--- config.mk ---
export PLATFORM = sky130hd
export DESIGN_NAME = transit_dip_grouper_core
export DESIGN_NICKNAME = d
export VERILOG_FILES = /design/src/design/tdg_pkg.sv /design/src/design/tdg_front.sv /design/src/design/tdg_queue.sv /design/src/design/tdg_back.sv /design/src/design/transit_dip_grouper_core.sv
export SDC_FILE = /design/constraint.sdc
export NUM_CORES = 1
export LEC_CHECK = 0
export ABC_AREA = 1
export BUFFER_PORTS_ARGS = -buffer_cell sky130_fd_sc_hd__buf_2
export CORE_MARGIN = 2
export CORE_UTILIZATION = 26
export DETAILED_ROUTE_END_ITERATION = 12
export PLACE_DENSITY = 0.45
export SYNTH_ARGS = -nofsm -noshare
export SYNTH_HDL_FRONTEND = slang
export SYNTH_HIERARCHICAL = 1
export SYNTH_SLANG_ARGS = --single-unit
--- constraint.sdc ---
create_clock -name clk_i -period 4.94 [get_ports clk_i]
set_input_delay 0.247 -clock clk_i [delete_from_list [all_inputs] [get_ports clk_i]]
set_output_delay 0.247 -clock clk_i [all_outputs]
set_load 0.05 [all_outputs]
--- src/design/tdg_pkg.sv ---
// ----------------------------------------------------------------------------
// tdg_pkg
// Shared types and constants of the transit dip grouper.
// ----------------------------------------------------------------------------
package tdg_pkg;

  localparam int unsigned FluxW = 16;
  localparam int unsigned DateW = 32;
  localparam int unsigned CfgW  = 32;

  localparam int unsigned QueueDepthDefault = 2;

  localparam logic [FluxW-1:0] PassThresholdReset = 16'd16384;
  localparam logic [DateW-1:0] MaxDurationReset   = 32'd65536;

  // Deepest flux kept while no group is open (2.0 in Q2.14).
  localparam logic [FluxW-1:0] NoGroupFlux = 16'd32768;

  localparam logic CfgPassThreshold = 1'b0;
  localparam logic CfgMaxDuration   = 1'b1;

  typedef struct packed {
    logic [FluxW-1:0] flux;
    logic [DateW-1:0] date;
    logic             last;
    logic             pass;
  } item_t;

  typedef struct packed {
    logic [FluxW-1:0] flux;
    logic [DateW-1:0] date;
    logic             last_of_run;
  } result_t;

  typedef struct packed {
    logic we;
    logic idx;
    logic [CfgW-1:0] wdata;
  } cfg_wr_t;

  typedef struct packed {
    logic valid;
    logic ready;
  } hs_t;

endpackage

--- src/design/tdg_front.sv ---
// ----------------------------------------------------------------------------
// tdg_front
// Accepts samples and tags each one with its threshold pass decision.
// ----------------------------------------------------------------------------
module tdg_front (
  input  logic                           clk_i,
  input  logic                           rst_ni,
  input  tdg_pkg::cfg_wr_t               cfg_i,
  input  logic                           in_valid_i,
  output logic                           in_ready_o,
  input  logic [tdg_pkg::FluxW-1:0]      flux_i,
  input  logic [tdg_pkg::DateW-1:0]      date_i,
  input  logic                           last_i,
  output tdg_pkg::hs_t                   push_o,
  input  logic                           push_ready_i,
  output tdg_pkg::item_t                 item_o
);

  logic [tdg_pkg::FluxW-1:0] thr_q;

  always_ff @(posedge clk_i or negedge rst_ni) begin
    if (!rst_ni) begin
      thr_q <= tdg_pkg::PassThresholdReset;
    end else if (cfg_i.we && cfg_i.idx == tdg_pkg::CfgPassThreshold) begin
      thr_q <= cfg_i.wdata[tdg_pkg::FluxW-1:0];
    end
  end

  assign in_ready_o   = push_ready_i;
  assign push_o.valid = in_valid_i;
  assign push_o.ready = push_ready_i;

  always_comb begin
    item_o.flux = flux_i;
    item_o.date = date_i;
    item_o.last = last_i;
    item_o.pass = (flux_i <= thr_q);
  end

endmodule

--- src/design/tdg_queue.sv ---
// ----------------------------------------------------------------------------
// tdg_queue
// Short first-in first-out queue between the front and back parts.
// ----------------------------------------------------------------------------
module tdg_queue #(
  parameter int unsigned Depth = tdg_pkg::QueueDepthDefault
) (
  input  logic           clk_i,
  input  logic           rst_ni,
  input  tdg_pkg::hs_t   push_i,
  output logic           push_ready_o,
  input  tdg_pkg::item_t push_item_i,
  output logic           pop_valid_o,
  input  logic           pop_i,
  output tdg_pkg::item_t pop_item_o
);

  localparam int unsigned PtrW = $clog2(Depth);
  localparam int unsigned CntW = $clog2(Depth + 1);
  localparam logic [PtrW-1:0] LastPtr = PtrW'(Depth - 1);
  localparam logic [CntW-1:0] FullCnt = CntW'(Depth);

  tdg_pkg::item_t mem_q [Depth];
  logic [PtrW-1:0] wptr_q, wptr_d, rptr_q, rptr_d;
  logic [CntW-1:0] cnt_q, cnt_d;
  logic do_push, do_pop;

  assign push_ready_o = (cnt_q != FullCnt);
  assign pop_valid_o  = (cnt_q != '0);
  assign do_push      = push_i.valid && push_i.ready;
  assign do_pop       = pop_i && pop_valid_o;
  assign pop_item_o   = mem_q[rptr_q];

  always_comb begin
    wptr_d = wptr_q;
    rptr_d = rptr_q;
    cnt_d  = cnt_q;
    if (do_push) begin
      wptr_d = (wptr_q == LastPtr) ? '0 : wptr_q + 1'b1;
    end
    if (do_pop) begin
      rptr_d = (rptr_q == LastPtr) ? '0 : rptr_q + 1'b1;
    end
    if (do_push && !do_pop) begin
      cnt_d = cnt_q + 1'b1;
    end else if (do_pop && !do_push) begin
      cnt_d = cnt_q - 1'b1;
    end
  end

  always_ff @(posedge clk_i or negedge rst_ni) begin
    if (!rst_ni) begin
      wptr_q <= '0;
      rptr_q <= '0;
      cnt_q  <= '0;
    end else begin
      wptr_q <= wptr_d;
      rptr_q <= rptr_d;
      cnt_q  <= cnt_d;
    end
  end

  always_ff @(posedge clk_i) begin
    if (do_push) begin
      mem_q[wptr_q] <= push_item_i;
    end
  end

endmodule

--- src/design/tdg_back.sv ---
// ----------------------------------------------------------------------------
// tdg_back
// Keeps the open transit, closes and flushes groups, and buffers results.
// ----------------------------------------------------------------------------
module tdg_back (
  input  logic                      clk_i,
  input  logic                      rst_ni,
  input  tdg_pkg::cfg_wr_t          cfg_i,
  input  logic                      head_valid_i,
  input  tdg_pkg::item_t            head_i,
  output logic                      pop_o,
  output logic                      out_valid_o,
  input  logic                      out_ready_i,
  output tdg_pkg::result_t          out_o
);

  logic [tdg_pkg::DateW-1:0] dur_q;
  logic [tdg_pkg::DateW-1:0] gs_q, gs_d;
  logic [tdg_pkg::FluxW-1:0] df_q, df_d;
  logic [tdg_pkg::DateW-1:0] dd_q, dd_d;

  logic             out_valid_q, pend_valid_q;
  tdg_pkg::result_t out_q, pend_q;

  logic [tdg_pkg::DateW:0] span;
  logic exceeds, close_emit, flush_emit, out_free;
  tdg_pkg::result_t close_res, flush_res;

  always_ff @(posedge clk_i or negedge rst_ni) begin
    if (!rst_ni) begin
      dur_q <= tdg_pkg::MaxDurationReset;
    end else if (cfg_i.we && cfg_i.idx == tdg_pkg::CfgMaxDuration) begin
      dur_q <= cfg_i.wdata[tdg_pkg::DateW-1:0];
    end
  end

  assign out_free = !out_valid_q || out_ready_i;
  assign pop_o    = head_valid_i && out_free && !pend_valid_q;

  always_comb begin
    span    = {1'b0, head_i.date} - {1'b0, gs_q};
    exceeds = !span[tdg_pkg::DateW] && (span[tdg_pkg::DateW-1:0] > dur_q);
    gs_d = gs_q;
    df_d = df_q;
    dd_d = dd_q;
    close_emit = 1'b0;
    close_res.flux = df_q;
    close_res.date = dd_q;
    close_res.last_of_run = 1'b0;
    if (head_i.pass) begin
      if (exceeds) begin
        close_emit = !(df_q == tdg_pkg::NoGroupFlux && dd_q == '0);
        df_d = head_i.flux;
        dd_d = head_i.date;
        gs_d = head_i.date;
      end else if (head_i.flux < df_q) begin
        df_d = head_i.flux;
        dd_d = head_i.date;
      end
    end
    flush_emit = 1'b0;
    flush_res.flux = df_d;
    flush_res.date = dd_d;
    flush_res.last_of_run = 1'b1;
    if (head_i.last) begin
      flush_emit = !(df_d == tdg_pkg::NoGroupFlux && dd_d == '0);
      gs_d = '0;
      df_d = tdg_pkg::NoGroupFlux;
      dd_d = '0;
    end
    close_res.last_of_run = !flush_emit;
  end

  always_ff @(posedge clk_i or negedge rst_ni) begin
    if (!rst_ni) begin
      gs_q         <= '0;
      df_q         <= tdg_pkg::NoGroupFlux;
      dd_q         <= '0;
      out_valid_q  <= 1'b0;
      pend_valid_q <= 1'b0;
    end else begin
      if (pop_o) begin
        gs_q <= gs_d;
        df_q <= df_d;
        dd_q <= dd_d;
      end
      if (out_free) begin
        if (pend_valid_q) begin
          out_valid_q  <= 1'b1;
          pend_valid_q <= 1'b0;
        end else if (pop_o && (close_emit || flush_emit)) begin
          out_valid_q  <= 1'b1;
          pend_valid_q <= close_emit && flush_emit;
        end else begin
          out_valid_q <= 1'b0;
        end
      end
    end
  end

  always_ff @(posedge clk_i) begin
    if (out_free) begin
      if (pend_valid_q) begin
        out_q <= pend_q;
      end else if (pop_o) begin
        out_q  <= close_emit ? close_res : flush_res;
        pend_q <= flush_res;
      end
    end
  end

  assign out_valid_o = out_valid_q;
  assign out_o       = out_q;

endmodule

--- src/design/transit_dip_grouper_core.sv ---
// ----------------------------------------------------------------------------
// transit_dip_grouper_core
// Groups passing light-curve samples into transits and emits their peaks.
// Each result is registered before it is offered. Throughput: one sample
// per cycle unless the output stalls; a sample that closes one transit and
// flushes another holds the back part until its second result is loaded.
// Reset: asynchronous, active low; control state and the open group reset.
// ----------------------------------------------------------------------------
module transit_dip_grouper_core #(
  parameter int unsigned QueueDepth = tdg_pkg::QueueDepthDefault
) (
  input  logic                      clk_i,
  input  logic                      rst_ni,
  input  logic                      cfg_we_i,
  input  logic                      cfg_idx_i,
  input  logic [tdg_pkg::CfgW-1:0]  cfg_wdata_i,
  input  logic                      in_valid_i,
  output logic                      in_ready_o,
  input  logic [tdg_pkg::FluxW-1:0] flux_i,
  input  logic [tdg_pkg::DateW-1:0] date_i,
  input  logic                      last_i,
  output logic                      out_valid_o,
  input  logic                      out_ready_i,
  output logic [tdg_pkg::FluxW-1:0] peak_flux_o,
  output logic [tdg_pkg::DateW-1:0] peak_date_o,
  output logic                      last_of_run_o
);

  tdg_pkg::cfg_wr_t cfg;
  tdg_pkg::hs_t     push;
  tdg_pkg::item_t   push_item, head;
  tdg_pkg::result_t res;
  logic push_ready, head_valid, pop;

  assign cfg.we    = cfg_we_i;
  assign cfg.idx   = cfg_idx_i;
  assign cfg.wdata = cfg_wdata_i;

  tdg_front u_front (
    .clk_i        (clk_i),
    .rst_ni       (rst_ni),
    .cfg_i        (cfg),
    .in_valid_i   (in_valid_i),
    .in_ready_o   (in_ready_o),
    .flux_i       (flux_i),
    .date_i       (date_i),
    .last_i       (last_i),
    .push_o       (push),
    .push_ready_i (push_ready),
    .item_o       (push_item)
  );

  tdg_queue #(
    .Depth (QueueDepth)
  ) u_queue (
    .clk_i        (clk_i),
    .rst_ni       (rst_ni),
    .push_i       (push),
    .push_ready_o (push_ready),
    .push_item_i  (push_item),
    .pop_valid_o  (head_valid),
    .pop_i        (pop),
    .pop_item_o   (head)
  );

  tdg_back u_back (
    .clk_i        (clk_i),
    .rst_ni       (rst_ni),
    .cfg_i        (cfg),
    .head_valid_i (head_valid),
    .head_i       (head),
    .pop_o        (pop),
    .out_valid_o  (out_valid_o),
    .out_ready_i  (out_ready_i),
    .out_o        (res)
  );

  assign peak_flux_o   = res.flux;
  assign peak_date_o   = res.date;
  assign last_of_run_o = res.last_of_run;

endmodule
==> impl_summary.md, run 1 <==
Worst hold path
Along the worst hold path, the cell count comes to 4. The class of the tightest hold or removal check is in -> reg. The worst hold path startpoint is out_ready_i. The end point of the worst hold path is u_back/pend_valid_q.

Detailed routing
The number of DRC violations after detailed-routing iteration 0 is 735. The total via count after detailed routing is 14650. The iteration count of the initial detailed-routing pass is 5. Dividing the detail-routed wire length by the instance count gives 16.10 µm. The final wirelength is 53.37 mm. After detailed routing, the number of remaining DRC violations is 0. The residual antenna-violating net count after detailed routing is 0.

The vias per cell is 4.422.

Setup path
Counting cells, the worst reg-to-reg path comes to 37. For the worst setup path, the data arrival time is 5.71 ns. The nature of the critical path startpoint is a flip-flop. The kind of end point of the critical path is a flip-flop. The most common cell type on the critical path is nand2_1.

The endpoint identified for the worst register-to-register timing path is u_back/out_valid_o. The worst register-to-register path begins at u_queue/rptr_q. The critical path class is reg -> reg. The maximum fanout along the worst path is 7.

At the worst endpoint, the required time is 5.37 ns. The biggest cell delay along the critical path is 0.50 ns. On the critical path the largest part of the delay comes from simple AND/OR/NAND/NOR gates. The worst register-to-register path has a setup slack of -0.33 ns. The largest individual stage delay along the critical path comes from the cell dfrtp_2. The count of buffer and inverter cells on the critical path is 5.

Clock tree
Counting the buffers created by CTS gives 39. The clock net in this run drives a total of 331 sinks. The tree is rooted in a clkbuf_16. The clock edge transition at the registers on the reported setup and hold paths is 0.06 ns.

The clock reaches the later pin of the worst-skew pair after 0.57 ns. The deepest clock path buffer count is 3. The H-tree generated during clock tree synthesis spans 2 levels. The TritonCTS clock tree is done.

Synth
The most used flip-flop cell after synthesis is edfxtp_1. The number of flops mapped to enable cells by yosys is 197. The mean instance size in the synthesized netlist is 8.946 µm². After synthesis, the share of flip-flops with an asynchronous set or reset is 0.4048. The number of synthesized register bits is 331. Of the synthesized area, sequential elements account for 0.5201. The total of warnings raised by yosys is 6. The post-synth net total is 2177. The synthesized netlist contains 53 unique library cells. Synthesis handed over a netlist of 1993 instances. The area of the mapped netlist is 17830 µm².

GRT
Entering global routing, the biggest net connects 89 pins. The via count of the first global-routing pass is 14500. The number of antenna violations at the first check in global routing is 0. In the global route stage, overall resource usage came out at 0.1491. The first-pass GRT wire length is 83.11 mm. The aggregate global routing overflow is 0.

STA
The final number of max-transition violations is 0. Timing would allow up to 189.6 MHz. The headroom to the max-slew limit is 0.2420. The final setup TNS is -13.18 ns. Setup repair after global routing could not meet its margin everywhere. At the pin with the least slew margin, the transition time is 1.137 ns. The setup clock skew after layout is 0.03526 ns. The total setup violations reported at the end of the flow is 86.

The worst path in the final design needs a cycle of 5.274 ns, including I/O delays and setup. The final number of hold-violating endpoints came to 0. The final setup slack of the worst path is -0.3344 ns.

The share of the clock period used by the worst path after layout is 1.068.

Finish
In the layout the commonest cells are nand2_1 (471), inv_1 (239), buf_4 (227). The number of nets in the layout is 2585. In the final layout, flip-flops and latches occupy 9275 µm².

The repair_antennas step left the layout with diodes totalling 0. Relative to the synthesized area, the layout overhead comes to 36.27%. Leaving out fill and tap cells, the most frequent cell in the layout is nand2_1.

The number of fill cells in the layout is 6930. The count of cells in the finished layout, fillers not included, comes to 3314. Of the cells placed in the final design, the portion with a size suffix greater than 1 is 0.2808. The combined area of the multi-input logic cells is 7765 µm².

Place
The count of buffers added on input and output ports is 137. The placed wire-length estimate after detailed placement is 38.26 mm. In this run, placement finished with an instance count of 3102. At the end of routability-driven placement, the weighted congestion stood at 0.8785.

Floorplan
Measured along the x axis, the die boundary spans 265.9 µm. The core region is 68230 µm². The floorplan has 96 rows. The initial standard-cell utilization of the core is 0.2613.

The count of boundary I/O pins is 138. The die height is 265.9 µm. The die covers 70690 µm².

Outcome
The run finished, with violations left. The checks that failed: negative setup slack.

Flow run
The max-cap check violation count is 0.
## worst min-delay path, cell delays in order
cell     delay, ns
buf_2         0.08
nor2_1        0.11
nand2_1       0.08
nand2_1       0.05
## state kept, by name, summed over array words and instances (netlist names)
register             flops
u_queue/mem_q          100
u_back/dd_q             32
u_queue/cnt_q            2
u_queue/rptr_q           1
u_back/dur_q            32
u_back/gs_q             32
u_back/pend_valid_q      1
u_back/out_valid_o       1
u_back/df_q             16
u_back/out_o            49
u_front/thr_q           16
u_queue/wptr_q           1
u_back/pend_q           48
## timing repair
action	CTS	global route
setup buffers	35	15
gates resized for setup	109	152
gates cloned	8	1
pin swaps	33	73
setup endpoints to repair	168	179
hold buffers	82	0
endpoints found under the hold margin	231	0
## metal layers
metal	GRT usage	part of all wire
met5	0	0
met4	0.03811	0.020
met3	0.02412	0.038
met2	0.2428	0.47
met1	0.2060	0.48
## metrics by stage
stage                     setup slack [ns]  utilization  area (µm²)  hold slack [ns]
after floorplan                    0.03575            -       17840         -0.04859
after global placement             -0.5081       0.3016       20580           0.3864
after detailed placement           -0.5881       0.3016       20580           0.4009
after CTS                          -0.2291       0.3458       23590          0.02535
after global routing               -0.6901       0.3561       24300          0.07043
final                              -0.3344       0.3561       24300          0.07011
## Yosys cell counts, types with 2 or more instances
library cell / instances / area, µm²
buf_1: 2 / 7.510
mux2_2: 2 / 22.52
nand2_4: 4 / 45.04
a21oi_1: 147 / 735.7
o21bai_1: 3 / 22.52
dfrtp_1: 131 / 3278
nand4_1: 35 / 219.0
a21boi_0: 2 / 15.01
nor3_2: 3 / 30.03
nand3b_1: 15 / 112.6
nand3_1: 60 / 300.3
buf_4: 62 / 465.5
nor2_1: 127 / 476.7
o21ai_1: 6 / 30.03
nor2_2: 2 / 12.51
ha_1: 96 / 1201
a21oi_2: 6 / 52.55
nor4_1: 7 / 43.79
a21o_1: 5 / 37.54
inv_1: 250 / 938.4
xor2_1: 20 / 175.2
o22ai_1: 63 / 394.1
xnor2_1: 12 / 105.1
buf_2: 9 / 45.04
dfstp_2: 3 / 78.83
o21a_1: 3 / 22.52
edfxtp_1: 197 / 5916
nand2_1: 534 / 2004
o21ai_0: 95 / 475.5
buf_6: 9 / 101.4
nand2_2: 9 / 56.30
a21boi_1: 2 / 15.01
nor3_1: 6 / 30.03
clkbuf_1: 45 / 168.9
a31oi_1: 3 / 18.77
## cell type report
cell class | instances | share of cell area
sequential | 331 | 0.3817
multi-input combinational | 1283 | 0.3196
timing repair buffer | 492 | 0.1602
tap | 882 | 0.04542
clock buffer | 47 | 0.04181
inverter | 253 | 0.03929
clock inverter | 25 | 0.01169
timing repair inverter | 1 | 0.0002575
## worst max path at each step
stage / cells after the start / start / slack [ns] / to
after floorplan: 41 / u_queue/rptr_q / 0.04 / u_back/out_valid_o
after CTS: 40 / u_queue/rptr_q / -0.23 / u_back/out_valid_o
final: 37 / u_queue/rptr_q / -0.33 / u_back/out_valid_o
after global placement: 37 / u_queue/rptr_q / -0.51 / u_back/out_valid_o
after global routing: 38 / u_queue/rptr_q / -0.69 / u_back/out_valid_o
after detailed placement: 29 / u_queue/rptr_q / -0.59 / u_back/out_o[48]
## logic make-up (layout without fill, tap and decap cells)
kind of cell	after synthesis	count (layout)	synth area share
flip-flops	331	331	0.5201
XOR/XNOR	32	32	0.01572
AND/OR/NAND/NOR	808	811	0.1907
buffers and inverters	382	818	0.09888
AO/OA/AOI/OAI	341	341	0.1048
adder cells (fa/ha/maj)	97	97	0.06849
multiplexers	2	2	0.001263
Power of run 1 is not shown: default switching activity piles up to over one toggle a cycle in this logic, so the estimate is an artifact.
==> run 2: changes to the inputs <==
==> constraint.sdc (replaced) <==
create_clock -name clk_i -period 4.94 [get_ports clk_i]
set_input_delay 0.741 -clock clk_i [delete_from_list [all_inputs] [get_ports clk_i]]
set_output_delay 0.741 -clock clk_i [all_outputs]
set_load 0.05 [all_outputs]
==> run 2 against run 1 <==
Compared with the run above:
- critical endpoint unchanged
- flip-flop and latch count did not move
- first-iteration DRC count up 5.0%
- the run still ends with negative setup slack left
- design area fell by 2.2%
- worst setup slack worse by 0.047 ns
==> impl_summary.md, run 2 (synthesis results as in run 1) <==
Detailed routing
The average detailed-routed wire length per instance was 16.49 µm (+2.4%). The residual antenna-violating net count after detailed routing is 0 (unchanged). The iteration count of the initial detailed-routing pass is 8 (+3). The post-detailed-route DRC marker count is 0 (unchanged). The vias per cell came to 4.441 (+0.44%). The number of DRC violations after detailed-routing iteration 0 is 772 (+5.0%). The total via count after detailed routing came to 14430 (-1.5%). The final wirelength is 53.59 mm (+0.41%).

Finish
The number of nets in the layout is 2517 (-2.6%). The non-filler instance count after layout is 3249 (-2.0%). The share of cells above drive strength 1 came to 0.3108 (+0.02991). The number of fill cells in the layout was 6959 (+0.42%).

Compared with the post-synthesis result, the final layout area differs by 33.25%. The top cell types in the final layout, fill and taps aside, are nand2_1 (473), buf_4 (236), inv_1 (232). The final core area utilization is 0.3482 (-0.007904). The number of flip-flops in the largest register was 100 (unchanged).

Leaving out fill and tap cells, the most frequent cell in the layout is nand2_1. The register with the highest flop count is u_queue/mem_q.

Floorplan
The die height is 265.9 µm (unchanged). The horizontal die dimension was 265.9 µm (unchanged). The initial standard-cell utilization of the core is 0.2613 (unchanged). The core area is 68230 µm² (unchanged). The floorplan die area came to 70690 µm² (unchanged). The row count came to 96 (unchanged). The count of boundary I/O pins was 138 (unchanged).

STA
Setup repair after global routing could not meet its margin everywhere. The headroom to the max-slew limit is 0.2269 (-0.01508). The final setup TNS is -17.14 ns (-3.958 ns). The final setup slack of the worst path is -0.3818 ns (-0.04745 ns). The share of the clock period used by the worst path after layout is 1.077 (+0.009606). The fmax is 187.9 MHz (-0.89%).

The measured slew at the worst slew-check pin is 1.149 ns (+0.01203 ns). The final number of hold-violating endpoints came to 0 (unchanged). The total setup violations reported at the end of the flow is 90 (+4.7%). The setup clock skew after layout was 0.02487 ns (-0.01039 ns). The shortest clock period the worst path allows after layout is 5.322 ns (+0.04745 ns). The final number of max-transition violations is 0 (unchanged).

Setup path
The worst reg-to-reg path cell count is 40 (+8.1%). The worst setup path is captured at a flip-flop. The data required time at the worst endpoint came to 5.37 ns (about the same). In this run the critical register-to-register path is captured at u_back/out_valid_o.

The biggest cell delay along the critical path came to 0.57 ns (+0.07 ns). By instance count, the cell type seen most on the critical path is nand2_2. In this run the critical register-to-register path is launched from u_queue/rptr_q.

The slowest cell on the critical path is dfrtp_4. The maximum fanout along the worst path is 12 (+5). The reg-to-reg setup timing slack was -0.38 ns (-0.05 ns). The worst setup path is of the reg -> reg kind. The nature of the critical path startpoint is a flip-flop. The arrival time reported for the critical path endpoint is 5.75 ns (+0.04 ns).

Clock tree
The number of sinks handled by clock tree synthesis came to 331 (unchanged). The number of buffers added to fix hold violations after cts was 0 (-100%). The TritonCTS buffer count is 38 (-2.6%). The TritonCTS clock tree is done. The maximum level of the CTS H-tree is 2 (unchanged). The clock edge transition at the registers on the reported setup and hold paths is 0.06 ns (about the same). The worst-skew pair later-pin latency is 0.56 ns (about the same).

The deepest clock path buffer count was 3 (unchanged). The tree is rooted in a clkbuf_16.

GRT
The via count of the first global-routing pass is 14160 (-2.4%). The pin count of the biggest net entering global routing is 87 (-2.2%). The number of antenna violations at the first check in global routing is 12 (+12). The first-pass GRT wire length was 82.21 mm (-1.1%). The all-layer global routing usage is 0.1489 (-0.0002476). The aggregate global routing overflow is 0 (unchanged).

Flow run
The max-cap check violation count was 0 (unchanged).

Place
The worst setup timing slack at the placement stage came to -0.6594 ns (-0.07126 ns). The number of cells in the design after placement is 3100 (-0.064%). The placed wire-length estimate after detailed placement is 38.12 mm (-0.38%). The routability-driven placement congestion ratio is 0.8466 (-3.6%). The count of port buffers added during placement was 137 (unchanged).

Outcome
The checks that failed: negative setup slack. The run finished, with violations left.

Worst hold path
The min-delay analysis places its worst path in the category in -> async.
## run 2: changes by cell type in the layout (fill, tap and decap cells not counted), moves of 9 or more
cell | before | now
dlygate4sd3_1 | 82 | 0
o21ai_0 | 72 | 31
o21ai_1 | 22 | 49
a21oi_2 | 29 | 48
o21ai_2 | 6 | 22
a21oi_1 | 119 | 104
buf_4 | 227 | 236
## run 2: worst max path at each step
| stage | startpoint | endpoint | slack (ns) | cells after the start |
|---|---|---|---|---|
| 2_1_floorplan | u_queue/rptr_q | u_back/out_valid_o | 0.04 | 41 |
| 4_1_cts | u_queue/rptr_q | u_back/out_valid_o | -0.28 | 36 |
| 5_1_grt | u_queue/rptr_q | u_back/out_valid_o | -0.69 | 42 |
| 6_report | u_queue/rptr_q | u_back/out_valid_o | -0.38 | 40 |
| 3_5_place_dp | u_queue/rptr_q | u_back/out_o[48] | -0.66 | 28 |
| 3_3_place_gp | u_queue/rptr_q | u_back/out_valid_o | -0.63 | 36 |
## run 2: critical path, delay by kind of cell (launching register included)
family,cells,cell delay (ns)
buffers and inverters,5,0.70
DFF,1,0.57
and+or+nand+nor,28,2.79
adders and majority gates,2,0.58
xor gates and xnor gates,1,0.15
AOI/OAI and AO/OA,4,0.40
## run 2: area by class of cell
cell class	count	area [µm²]	share of cell area
well taps	882	1104	0.04645
diodes	5	12.51	0.0005266
flip-flops and latches	331	9278	0.3905
clock inverters	17	193.9	0.008163
multi-input cells	1282	7811	0.3288
repair inverters	1	11.26	0.0004740
inverters	253	960.9	0.04045
clock buffers	52	1075	0.04524
repair buffers	426	3312	0.1394
## run 2: routing by layer
metal | global-route usage | vias to the layer above | routed length, µm | part of all wire
met3 | 0.03022 | 70 | 2372 | 0.044
met2 | 0.2428 | 248 | 25110 | 0.47
met5 | 0 | - | 80 | 0.0015
li1 | - | 7274 | - | -
met4 | 0.03644 | 14 | 1045 | 0.020
met1 | 0.2021 | 6823 | 24980 | 0.47
## run 2: metrics by stage
stage | area [µm²] | hold slack [ns]
2_1_floorplan | 17840 | 0.4454
3_3_place_gp | 20570 | 0.4745
3_5_place_dp | 20570 | 0.4811
4_1_cts | 22690 | 0.2411
5_1_grt | 23760 | 0.2750
6_report | 23760 | 0.2278
## run 2: timing repair
action,CTS,global route
endpoints found under the setup margin,179,179
buffers inserted,38,32
hold endpoints to repair,0,0
pin swaps,31,75
resized for setup,87,257
gates cloned,7,8
Power of run 2 is left out for the same reason.
